`config.mk`:
```
export PLATFORM = sky130hd
export DESIGN_NAME = steering_arbiter_table_interp
export DESIGN_NICKNAME = d
export VERILOG_FILES = /design/src/design/sati_pkg.sv /design/src/design/sati_ram.sv /design/src/design/sati_div.sv /design/src/design/steering_arbiter_table_interp.sv
export SDC_FILE = /design/constraint.sdc
export NUM_CORES = 2
export LEC_CHECK = 0
export BUFFER_PORTS_ARGS = -buffer_cell sky130_fd_sc_hd__buf_2
export CORE_UTILIZATION = 47
export DETAILED_ROUTE_END_ITERATION = 7
export GPL_TIMING_DRIVEN = 1
export PLACE_DENSITY = 0.61
export SLEW_MARGIN = 30
export SYNTH_ARGS = -nofsm -noshare
export SYNTH_HDL_FRONTEND = slang
export SYNTH_HIERARCHICAL = 1
export SYNTH_SLANG_ARGS = --single-unit
```
`constraint.sdc`:
```
create_clock -name clk -period 12.2 [get_ports clk]
set_input_delay 3.05 -clock clk [delete_from_list [all_inputs] [get_ports clk]]
set_output_delay 3.05 -clock clk [all_outputs]
set_load 0.05 [all_outputs]
```
`src/design/sati_pkg.sv`:
```
`timescale 1ns / 1ps
// Shared types and constants for the steering arbiter with table interpolation.
// No dependencies; imported by sati_div, the top module and the testbench.
package sati_pkg;

  localparam int TABLE_POINTS_DEF = 16;

  // Port field widths
  localparam int CMD_W      = 2;
  localparam int DUTY_W     = 16;
  localparam int TELE_W     = 16;
  localparam int RAD_W      = 24;
  localparam int IDX_W      = 4;
  localparam int VAL_W      = 17;
  localparam int SRC_W      = 2;
  localparam int PTS_W      = 5;
  localparam int CFG_IDX_W  = 2;
  localparam int CFG_DATA_W = 16;

  // Register reset values
  localparam logic [DUTY_W-1:0] FULL_LEFT_RST  = 16'd3800;
  localparam logic [DUTY_W-1:0] CENTRE_RST     = 16'd5100;
  localparam logic [DUTY_W-1:0] FULL_RIGHT_RST = 16'd6700;
  localparam logic [PTS_W-1:0]  PTS_RST        = 5'd16;

  // Gamepad request is Q1.14; the turn radius carries 8 more fraction bits than axis entries
  localparam logic signed [TELE_W:0] TELE_HALF = 17'sd8192;
  localparam logic signed [TELE_W:0] TELE_EPS  = 17'sd16;
  localparam int TELE_FRAC = 14;
  localparam int AXIS_FRAC = 8;

  // Datapath widths
  localparam int MUL_A_W = 26;
  localparam int MUL_B_W = 17;
  localparam int PROD_W  = MUL_A_W + MUL_B_W;
  localparam int ACC_W   = PROD_W + 1;
  localparam int DEN_W   = DUTY_W + 1 + AXIS_FRAC;
  localparam int QUO_W   = DUTY_W;
  localparam int NUM_W   = DEN_W + QUO_W;

  typedef enum logic [CMD_W-1:0] {
    CMD_COMPUTE    = 2'd0,
    CMD_LOAD_AXIS  = 2'd1,
    CMD_LOAD_LEFT  = 2'd2,
    CMD_LOAD_RIGHT = 2'd3
  } cmd_t;

  typedef enum logic [SRC_W-1:0] {
    SRC_DEADMAN = 2'd0,
    SRC_TELE    = 2'd1,
    SRC_AUTO    = 2'd2,
    SRC_CENTER  = 2'd3
  } src_t;

  typedef enum logic [CFG_IDX_W-1:0] {
    CFG_FULL_LEFT  = 2'd0,
    CFG_CENTRE     = 2'd1,
    CFG_FULL_RIGHT = 2'd2,
    CFG_POINTS     = 2'd3
  } cfg_idx_t;

endpackage

```
`src/design/sati_ram.sv`:
```
`timescale 1ns / 1ps
// Generic single-write, single-read RAM with registered read data.
// No dependencies.
module sati_ram #(
  parameter int WIDTH = 16,
  parameter int DEPTH = 16
) (
  input  logic                                      clk,
  input  logic                                      we,
  input  logic [((DEPTH > 1) ? $clog2(DEPTH) : 1)-1:0] waddr,
  input  logic [WIDTH-1:0]                          wdata,
  input  logic [((DEPTH > 1) ? $clog2(DEPTH) : 1)-1:0] raddr,
  output logic [WIDTH-1:0]                          rdata
);

  logic [WIDTH-1:0] mem [DEPTH];
  logic [WIDTH-1:0] rdata_r;

  always_ff @(posedge clk) begin
    if (we) begin
      mem[waddr] <= wdata;
    end
    rdata_r <= mem[raddr];
  end

  assign rdata = rdata_r;

endmodule

```
`src/design/sati_div.sv`:
```
`timescale 1ns / 1ps
// Restoring divider, one quotient bit per cycle, for the interpolation step.
// Depends on sati_pkg; the quotient is known to fit QUO_W bits.
module sati_div (
  input  logic                      clk,
  input  logic                      rst_n,
  input  logic                      start,
  input  logic [sati_pkg::NUM_W-1:0] dividend,
  input  logic [sati_pkg::DEN_W-1:0] divisor,
  output logic                      done,
  output logic [sati_pkg::QUO_W-1:0] quotient
);
  import sati_pkg::*;

  localparam int CNT_W = $clog2(QUO_W);

  logic             busy_r, busy_nxt;
  logic             done_r, done_nxt;
  logic [CNT_W-1:0] cnt_r, cnt_nxt;
  logic [DEN_W-1:0] rem_r, rem_nxt;
  logic [QUO_W-1:0] low_r, low_nxt;
  logic [QUO_W-1:0] quo_r, quo_nxt;
  logic [DEN_W-1:0] div_r, div_nxt;
  logic [DEN_W:0]   trial;
  logic             fits;

  assign trial = {rem_r, low_r[QUO_W-1]};
  assign fits  = (trial >= {1'b0, div_r});

  always_comb begin
    busy_nxt = busy_r;
    done_nxt = 1'b0;
    cnt_nxt  = cnt_r;
    rem_nxt  = rem_r;
    low_nxt  = low_r;
    quo_nxt  = quo_r;
    div_nxt  = div_r;
    if (start) begin
      // high part is already below the divisor since the quotient fits QUO_W bits
      busy_nxt = 1'b1;
      cnt_nxt  = '0;
      rem_nxt  = dividend[NUM_W-1:QUO_W];
      low_nxt  = dividend[QUO_W-1:0];
      div_nxt  = divisor;
    end else if (busy_r) begin
      rem_nxt = fits ? DEN_W'(trial - {1'b0, div_r}) : DEN_W'(trial);
      low_nxt = {low_r[QUO_W-2:0], 1'b0};
      quo_nxt = {quo_r[QUO_W-2:0], fits};
      cnt_nxt = cnt_r + CNT_W'(1);
      if (cnt_r == CNT_W'(QUO_W - 1)) begin
        busy_nxt = 1'b0;
        done_nxt = 1'b1;
      end
    end
  end

  always_ff @(posedge clk) begin
    rem_r <= rem_nxt;
    low_r <= low_nxt;
    quo_r <= quo_nxt;
    div_r <= div_nxt;
    if (!rst_n) begin
      busy_r <= 1'b0;
      done_r <= 1'b0;
      cnt_r  <= '0;
    end else begin
      busy_r <= busy_nxt;
      done_r <= done_nxt;
      cnt_r  <= cnt_nxt;
    end
  end

  assign done     = done_r;
  assign quotient = quo_r;

endmodule

```
`src/design/steering_arbiter_table_interp.sv`:
```
`timescale 1ns / 1ps
// Servo steering arbiter: deadman, gamepad scaling and a piecewise-linear
// turn-radius table. Depends on sati_pkg, sati_ram and sati_div.
//
// Use: an input request with cmd load-axis/left/right writes one table point
// and gives no result. A compute request gives one result (servo_duty and
// source) on the out_ channel. Configuration writes go through the cfg_
// channel, which is always ready; write it only while the block is idle.
// Path of a compute request from acceptance to out_valid:
//   deadman off or default center: straight to the output register
//   gamepad: one multiply, one add, one round and clamp, then output
//   autonomous: a registered RAM read, then a compare, per axis point
//   walked, then two multiplies and the 16-step serial divider; a latched
//   end point goes straight to the output register.
// One request is in work at a time: in_stall stays high from acceptance until
// the result moves into the output register. The output register holds a
// result while out_stall is high; a load request may be accepted meanwhile,
// and the next compute finishes only when the register is free.
// Reset restores the configuration registers and empties the output; the
// table contents are undefined until loaded.
module steering_arbiter_table_interp #(
  parameter int TABLE_POINTS = sati_pkg::TABLE_POINTS_DEF
) (
  input  logic                           clk,
  input  logic                           rst_n,
  input  logic                           in_valid,
  output logic                           in_stall,
  input  logic [sati_pkg::CMD_W-1:0]      in_cmd,
  input  logic                           in_human_in_loop,
  input  logic signed [sati_pkg::TELE_W-1:0] in_tele_request,
  input  logic signed [sati_pkg::RAD_W-1:0]  in_av_turn_radius,
  input  logic [sati_pkg::IDX_W-1:0]      in_entry_index,
  input  logic signed [sati_pkg::VAL_W-1:0]  in_entry_value,
  output logic                           out_valid,
  input  logic                           out_stall,
  output logic [sati_pkg::DUTY_W-1:0]     out_servo_duty,
  output logic [sati_pkg::SRC_W-1:0]      out_source,
  input  logic                           cfg_valid,
  output logic                           cfg_ready,
  input  logic [sati_pkg::CFG_IDX_W-1:0]  cfg_index,
  input  logic [sati_pkg::CFG_DATA_W-1:0] cfg_data
);
  import sati_pkg::*;

  localparam int AW = $clog2(TABLE_POINTS);
  localparam int CW = $clog2(TABLE_POINTS + 1);
  localparam logic signed [ACC_W-1:0] TELE_RND = ACC_W'((1 << TELE_FRAC) - 1);

  typedef enum logic [3:0] {
    S_IDLE,
    S_TELE_MUL,
    S_TELE_SUM,
    S_TELE_FIN,
    S_RD,
    S_CMP,
    S_MUL_A,
    S_MUL_B,
    S_SUM,
    S_DIV,
    S_DONE
  } state_t;

  // Configuration registers
  logic [DUTY_W-1:0] full_left_r, centre_r, full_right_r;
  logic [PTS_W-1:0]  pts_r;

  assign cfg_ready = 1'b1;

  always_ff @(posedge clk) begin
    if (!rst_n) begin
      full_left_r  <= FULL_LEFT_RST;
      centre_r     <= CENTRE_RST;
      full_right_r <= FULL_RIGHT_RST;
      pts_r        <= PTS_RST;
    end else if (cfg_valid && cfg_ready) begin
      case (cfg_index)
        CFG_FULL_LEFT:  full_left_r  <= cfg_data;
        CFG_CENTRE:     centre_r     <= cfg_data;
        CFG_FULL_RIGHT: full_right_r <= cfg_data;
        CFG_POINTS:     pts_r        <= cfg_data[PTS_W-1:0];
        default:        ;
      endcase
    end
  end

  // Clamp the point count to 1..TABLE_POINTS
  logic [CW-1:0] n_pts;
  logic [AW-1:0] last_idx;

  always_comb begin
    if (pts_r == '0) begin
      n_pts = CW'(1);
    end else if (32'(pts_r) > TABLE_POINTS) begin
      n_pts = CW'(TABLE_POINTS);
    end else begin
      n_pts = CW'(pts_r);
    end
  end

  assign last_idx = AW'(n_pts - CW'(1));

  // State and datapath registers
  state_t                   state_r, state_nxt;
  logic                     out_valid_r, out_valid_nxt;
  logic [DUTY_W-1:0]        out_duty_r, out_duty_nxt;
  src_t                     out_src_r, out_src_nxt;
  logic [DUTY_W-1:0]        duty_r, duty_nxt;
  src_t                     src_r, src_nxt;
  logic signed [TELE_W-1:0] t_r, t_nxt;
  logic signed [RAD_W-1:0]  r_r, r_nxt;
  logic                     left_sel_r, left_sel_nxt;
  logic [AW-1:0]            idx_r, idx_nxt;
  logic [DUTY_W-1:0]        xl_r, xl_nxt;
  logic [DUTY_W-1:0]        yl_r, yl_nxt;
  logic [DUTY_W-1:0]        yr_r, yr_nxt;
  logic signed [DEN_W-1:0]  den_r, den_nxt;
  logic signed [ACC_W-1:0]  acc_r, acc_nxt;
  logic signed [PROD_W-1:0] prod_r;

  // Loads write the tables straight from the input request
  logic                     in_acc;
  logic                     load_ok;
  logic [IDX_W+AW-1:0]      idx_wide;
  logic [AW-1:0]            waddr;
  logic [DUTY_W-1:0]        axis_rd, left_rd, right_rd, tab_rd;

  assign in_stall = (state_r != S_IDLE);
  assign in_acc   = in_valid && !in_stall;
  assign load_ok  = in_acc && (in_cmd != CMD_COMPUTE) && (32'(in_entry_index) < TABLE_POINTS);
  assign idx_wide = (IDX_W + AW)'(in_entry_index);
  assign waddr    = idx_wide[AW-1:0];

  sati_ram #(.WIDTH(DUTY_W), .DEPTH(TABLE_POINTS)) u_axis_ram (
    .clk   (clk),
    .we    (load_ok && (in_cmd == CMD_LOAD_AXIS)),
    .waddr (waddr),
    .wdata (in_entry_value[DUTY_W-1:0]),
    .raddr (idx_r),
    .rdata (axis_rd)
  );

  sati_ram #(.WIDTH(DUTY_W), .DEPTH(TABLE_POINTS)) u_left_ram (
    .clk   (clk),
    .we    (load_ok && (in_cmd == CMD_LOAD_LEFT)),
    .waddr (waddr),
    .wdata (in_entry_value[DUTY_W-1:0]),
    .raddr (idx_r),
    .rdata (left_rd)
  );

  sati_ram #(.WIDTH(DUTY_W), .DEPTH(TABLE_POINTS)) u_right_ram (
    .clk   (clk),
    .we    (load_ok && (in_cmd == CMD_LOAD_RIGHT)),
    .waddr (waddr),
    .wdata (in_entry_value[DUTY_W-1:0]),
    .raddr (idx_r),
    .rdata (right_rd)
  );

  assign tab_rd = left_sel_r ? left_rd : right_rd;

  // Shared multiplier, product registered every cycle
  logic signed [MUL_A_W-1:0] mul_a;
  logic signed [MUL_B_W-1:0] mul_b;
  logic signed [MUL_B_W-1:0] tele_scale;
  logic signed [DEN_W-1:0]   r_off;

  assign tele_scale = (t_r > 0) ?
                      $signed({1'b0, full_left_r}) - $signed({1'b0, centre_r}) :
                      $signed({1'b0, centre_r}) - $signed({1'b0, full_right_r});
  assign r_off = $signed({r_r[RAD_W-1], r_r}) -
                 $signed({xl_r[DUTY_W-1], xl_r, {AXIS_FRAC{1'b0}}});

  always_comb begin
    mul_a = '0;
    mul_b = '0;
    case (state_r)
      S_TELE_MUL: begin
        mul_a = MUL_A_W'(tele_scale);
        mul_b = MUL_B_W'(t_r);
      end
      S_MUL_A: begin
        mul_a = MUL_A_W'(den_r);
        mul_b = $signed({1'b0, yl_r});
      end
      S_MUL_B: begin
        mul_a = MUL_A_W'(r_off);
        mul_b = $signed({1'b0, yr_r}) - $signed({1'b0, yl_r});
      end
      default: ;
    endcase
  end

  always_ff @(posedge clk) begin
    prod_r <= PROD_W'(mul_a) * PROD_W'(mul_b);
  end

  // Divider
  logic                    div_start;
  logic                    div_done;
  logic [QUO_W-1:0]        div_quo;
  logic signed [ACC_W-1:0] interp_num;

  assign interp_num = acc_r + ACC_W'(prod_r);
  assign div_start  = (state_r == S_SUM);

  sati_div u_div (
    .clk      (clk),
    .rst_n    (rst_n),
    .start    (div_start),
    .dividend (interp_num[NUM_W-1:0]),
    .divisor  (den_r),
    .done     (div_done),
    .quotient (div_quo)
  );

  // Decode of a compute request, and helper terms for the sequencer
  logic signed [TELE_W:0]   tele_dev;
  logic signed [RAD_W-1:0]  axis_pt;
  logic signed [DUTY_W:0]   dx;
  logic                     hit;
  logic signed [ACC_W-1:0]  tele_adj;
  logic signed [ACC_W-1:0]  tele_sh;

  assign tele_dev = $signed({in_tele_request[TELE_W-1], in_tele_request}) - TELE_HALF;
  assign axis_pt  = $signed({axis_rd, {AXIS_FRAC{1'b0}}});
  assign dx       = $signed({axis_rd[DUTY_W-1], axis_rd}) - $signed({xl_r[DUTY_W-1], xl_r});
  assign hit      = (idx_r == '0) ? (r_r <= axis_pt) : (r_r < axis_pt);
  // truncate toward zero
  assign tele_adj = acc_r[ACC_W-1] ? acc_r + TELE_RND : acc_r;
  assign tele_sh  = tele_adj >>> TELE_FRAC;

  always_comb begin
    state_nxt     = state_r;
    out_valid_nxt = out_valid_r && out_stall;
    out_duty_nxt  = out_duty_r;
    out_src_nxt   = out_src_r;
    duty_nxt      = duty_r;
    src_nxt       = src_r;
    t_nxt         = t_r;
    r_nxt         = r_r;
    left_sel_nxt  = left_sel_r;
    idx_nxt       = idx_r;
    xl_nxt        = xl_r;
    yl_nxt        = yl_r;
    yr_nxt        = yr_r;
    den_nxt       = den_r;
    acc_nxt       = acc_r;
    case (state_r)
      S_IDLE: begin
        if (in_acc && (in_cmd == CMD_COMPUTE)) begin
          t_nxt        = in_tele_request;
          r_nxt        = in_av_turn_radius;
          left_sel_nxt = !in_av_turn_radius[RAD_W-1];
          idx_nxt      = '0;
          duty_nxt     = centre_r;
          if (!in_human_in_loop) begin
            src_nxt   = SRC_DEADMAN;
            state_nxt = S_DONE;
          end else if ((tele_dev > TELE_EPS) || (tele_dev < -TELE_EPS)) begin
            src_nxt   = SRC_TELE;
            state_nxt = S_TELE_MUL;
          end else if (in_av_turn_radius != '0) begin
            src_nxt   = SRC_AUTO;
            state_nxt = S_RD;
          end else begin
            src_nxt   = SRC_CENTER;
            state_nxt = S_DONE;
          end
        end
      end
      S_TELE_MUL: begin
        state_nxt = S_TELE_SUM;
      end
      S_TELE_SUM: begin
        acc_nxt   = $signed(ACC_W'({centre_r, {TELE_FRAC{1'b0}}})) + ACC_W'(prod_r);
        state_nxt = S_TELE_FIN;
      end
      S_TELE_FIN: begin
        if (tele_sh < 0) begin
          duty_nxt = '0;
        end else if (tele_sh > ACC_W'(16'hFFFF)) begin
          duty_nxt = '1;
        end else begin
          duty_nxt = tele_sh[DUTY_W-1:0];
        end
        state_nxt = S_DONE;
      end
      S_RD: begin
        state_nxt = S_CMP;
      end
      S_CMP: begin
        if (hit && (idx_r == '0)) begin
          duty_nxt  = tab_rd;
          state_nxt = S_DONE;
        end else if (hit) begin
          // a non-increasing segment latches its left point
          if (dx[DUTY_W] || (dx == '0)) begin
            duty_nxt  = yl_r;
            state_nxt = S_DONE;
          end else begin
            den_nxt   = $signed({dx, {AXIS_FRAC{1'b0}}});
            yr_nxt    = tab_rd;
            state_nxt = S_MUL_A;
          end
        end else if (idx_r == last_idx) begin
          duty_nxt  = tab_rd;
          state_nxt = S_DONE;
        end else begin
          xl_nxt    = axis_rd;
          yl_nxt    = tab_rd;
          idx_nxt   = idx_r + AW'(1);
          state_nxt = S_RD;
        end
      end
      S_MUL_A: begin
        state_nxt = S_MUL_B;
      end
      S_MUL_B: begin
        acc_nxt   = ACC_W'(prod_r);
        state_nxt = S_SUM;
      end
      S_SUM: begin
        state_nxt = S_DIV;
      end
      S_DIV: begin
        if (div_done) begin
          duty_nxt  = div_quo;
          state_nxt = S_DONE;
        end
      end
      S_DONE: begin
        // hold until the output register is free
        if (!out_valid_r || !out_stall) begin
          out_valid_nxt = 1'b1;
          out_duty_nxt  = duty_r;
          out_src_nxt   = src_r;
          state_nxt     = S_IDLE;
        end
      end
      default: begin
        state_nxt = S_IDLE;
      end
    endcase
  end

  always_ff @(posedge clk) begin
    out_duty_r <= out_duty_nxt;
    out_src_r  <= out_src_nxt;
    duty_r     <= duty_nxt;
    src_r      <= src_nxt;
    t_r        <= t_nxt;
    r_r        <= r_nxt;
    left_sel_r <= left_sel_nxt;
    idx_r      <= idx_nxt;
    xl_r       <= xl_nxt;
    yl_r       <= yl_nxt;
    yr_r       <= yr_nxt;
    den_r      <= den_nxt;
    acc_r      <= acc_nxt;
    if (!rst_n) begin
      state_r     <= S_IDLE;
      out_valid_r <= 1'b0;
    end else begin
      state_r     <= state_nxt;
      out_valid_r <= out_valid_nxt;
    end
  end

  assign out_valid      = out_valid_r;
  assign out_servo_duty = out_duty_r;
  assign out_source     = out_src_r;

endmodule

```
==> flow_summary_export.csv <==
group,metric,value,unit
run_status,outcome,"finished, final reports clean",
timing,post-route-period-util,0.8839,
detailed_routing,wl_met2,86280,um
cells_and_area,drive_gt1_frac,0.1283,
detailed_routing,vias,43300,
yosys,async_flop_share,0,
power,leakage,0.02992,uW
worst_setup_path,crit_required,12890,ps
cells_and_area,nets,6333,
worst_setup_path,cp_common_cell,"fa_1",
detailed_routing,routed_wl,181900,um
clocking,insertion_delay,780,ps
die,start_util,0.4759,
cells_and_area,final_common_cell,"edfxtp_1",
timing,clock_skew,54.56,ps
worst_setup_path,worstPathMaxFanout,13,
power,power_density,153.8,nW/um^2
die,core,144200,um^2
clocking,htree_levels,4,
timing,hold_viol,0,
yosys,synth_top_family_by_area,"adder cells",
detailed_routing,highest_layer,"met5",
power,power_switching,3668,uW
power,p_clk_frac,0.335,
timing,post-route-min-period,10780,ps
timing,fmax,0.09274,GHz
power,seqPwrFrac,0.425,
timing,slew_headroom,0.3185,
power,finalPower,11720,uW
place,post_dp_cell_area,71750,um^2
clocking,clk_path_buf_depth,3,
global_route,grt_pass1_vias,43650,
clocking,clkSinkCount,1195,
yosys,yosysTopAreaCellShare,0.4551,
global_route,grt-ovfl-total,0,
timing,hold_ws,397.6,ps
worst_setup_path,worst-setup-path-type,"reg2reg",
power,p_comb_frac,0.240,
cells_and_area,fin_cells,7545,
power,internal_power,8047,uW
yosys,ys_seq_area_frac,0.5003,
detailed_routing,ant_nets,0,
clocking,numCtsBuffers,131,
power,ir_drop,0.1521,mV
detailed_routing,drt_iter0_markers,3900,
power,swShare,0.3131,
clocking,cts_root_buf,"clkbuf_16",
yosys,synth_top_area_cell,"edfxtp_1",
die,rows,139,
detailed_routing,wl_met3,15110,um
global_route,grt_max_degree,135,
clocking,cts_resized,0,
detailed_routing,wl_per_cell,24.11,um
worst_setup_path,critPathTopFamily,"compound AO/OA/AOI/OAI gates",
cells_and_area,area_growth_syn_to_layout,10.99,%
yosys,synth_edf_count,1040,
place,routabilityCongestion,0.9572,
yosys,synth-simple-area-share,0.08810,
timing,setup_violations,0,
yosys,ys.flop_type,"edfxtp_1",
yosys,synth-xor-area-share,0.02412,
timing,setup_tns,0,ps
worst_setup_path,arrival,11470,ps
yosys,syn_area,68620,um^2
die,die_width,384.1,um
cells_and_area,layout_common_cells,"edfxtp_1, inv_1, nand2_1, fa_1, nor2_1",
detailed_routing,first_pass_iters,6,
worst_setup_path,slowest_stage,"fa_1",
timing,rsz0062_at_grt,"no",
yosys,synth_warnings,6,
clocking,cts.reportedPaths.clkPinSlew,60,ps
place,port_buffers,105,
yosys,synth.area.top_cells,"edfxtp_1, fa_1, mux4_2",
cells_and_area,stdcell_area,76160,um^2
detailed_routing,drt-vias-per-instance,5.739,
flow_run,maxCapViolations,0,
place,dp_hpwl,132700,um
global_route,track_usage,0.2497,
worst_setup_path,endpoint_kind,"flip-flop",
worst_setup_path,crit_buf_inv,6,
yosys,syn_avg_cell_area,12.80,um^2
yosys,synth-compound-area-share,0.08860,
yosys,syn_inst,5362,
clocking,postCtsHoldBufs,0,
global_route,antenna_found_initial,21,
timing,worst_pin_slew,1022,ps
detailed_routing,drc,0,
yosys,muxShareOfSynthArea,0.07386,
die,die_area,147500,um^2
clocking,cts_tree,"built",
die,die_h,384.1,um
place,place_inst,7297,
worst_setup_path,max_stage_delay,540,ps
global_route,grt_pass1_wl,273500,um
yosys,synth_cell_types,99,
detailed_routing,wirelength_met1,75450,um
clocking,postCtsSetupBuffers,0,
yosys,yosys.area_share.adder,0.1776,
timing,slew_violations,0,
worst_setup_path,startpoint_type,"flip-flop",
yosys,ys_seq_elements,1195,
die,ios,108,
cells_and_area,n_fill_cell,12200,
worst_hold_path,hold_class,"reg2reg",
## Yosys cell counts (all sizes together) (8+ instances only)
cell type     n
o21ai       128
dfxtp       155
o31ai        12
mux2i        26
a21oi       193
buf          59
nand2       449
o32a         12
nor3         63
a221oi       14
inv         625
mux2         33
ha          286
nand4        30
and2         30
xor2         76
or3          21
a22oi       119
clkbuf      135
nand3        53
nand3b       12
edfxtp     1040
a21o         85
a31oi        27
fa          430
a21boi       38
mux4        192
nor2b        59
a211oi       27
nand2b       56
or2          20
o31a         11
nor4         23
a221o        18
o21a         56
o21bai       15
o211ai       31
and3         31
xnor2       113
and4          8
nor2        433
## worst register-to-register path, delay by kind of cell (launching register included)
kind / cells / cell delay, ps
AOI/OAI and AO/OA: 16 / 4350
adders and majority gates: 8 / 3830
and+or+nand+nor: 5 / 1150
buffers and inverters: 6 / 740
DFF: 1 / 500
xor gates and xnor gates: 1 / 130
## final timing paths
path	endpoint	from	slack, ps	cells after the start
worst max-delay path	prod_r[42]	centre_r[1]	1420	36
worst min-delay path	out_servo_duty[4]	duty_r[4]	400	0
worst max register to register	prod_r[42]	centre_r[1]	1420	36
worst min register to register	out_servo_duty[4]	duty_r[4]	400	0
## kinds of logic (layout without fill, tap and decap cells)
logic type,count (synthesis),after routing
DFF,1195,1195
and+or+nand+nor,1315,1315
muxes,251,251
xor gates and xnor gates,189,189
other,2,17
buffers and inverters,819,1084
adders and majority gates,716,716
AOI/OAI and AO/OA,875,875
## per-layer routing
metal | up-vias | GRT usage
met2 | 1473 | 0.4044
met3 | 278 | 0.05452
met4 | 30 | 0.07430
met5 | - | 0
li1 | 19520 | -
met1 | 22000 | 0.3372
## per-stage QoR
step	util	worst slack (ps)
6_report	0.5282	1417
3_5_place_dp	0.4976	1260
2_1_floorplan	-	3226
4_1_cts	0.5275	1204
3_3_place_gp	0.4973	1300
5_1_grt	0.5281	720.0
## final cells by class
class                           instances  area (um^2)  area share
Timing Repair Buffer                  222         1454     0.01909
Clock buffer                          157         3447     0.04526
Sequential cell                      1195        34330      0.4508
Clock inverter                         80        865.8     0.01137
Antenna cell                            8        20.02   0.0002629
Multi-Input combinational cell       3355        31310      0.4111
Tap cell                             1903         2381     0.03126
Inverter                              625         2346     0.03080
## power groups by stage
| stage | Combinational [uW] | Sequential (uW) | Clock [uW] |
|---|---|---|---|
| final | 2810 | 4980 | 3930 |
| after global routing | 3090 | 5000 | 4170 |
| after CTS | 2790 | 4980 | 4010 |
| after detailed placement | 2780 | 5060 | 0 |
| after global placement | 2750 | 5060 | 0 |
| after floorplan | 1990 | 4950 | 0 |
## flip-flops by register name, indices dropped and copies added, names as in the netlist, 17 cells and up
name	cells
u_left_ram/mem	256
u_axis_ram/mem	256
r_r	24
u_div/rem_r	25
prod_r	43
acc_r	44
den_r	17
u_right_ram/mem	256
u_div/div_r	25
Power figures use the tool's default switching activity.
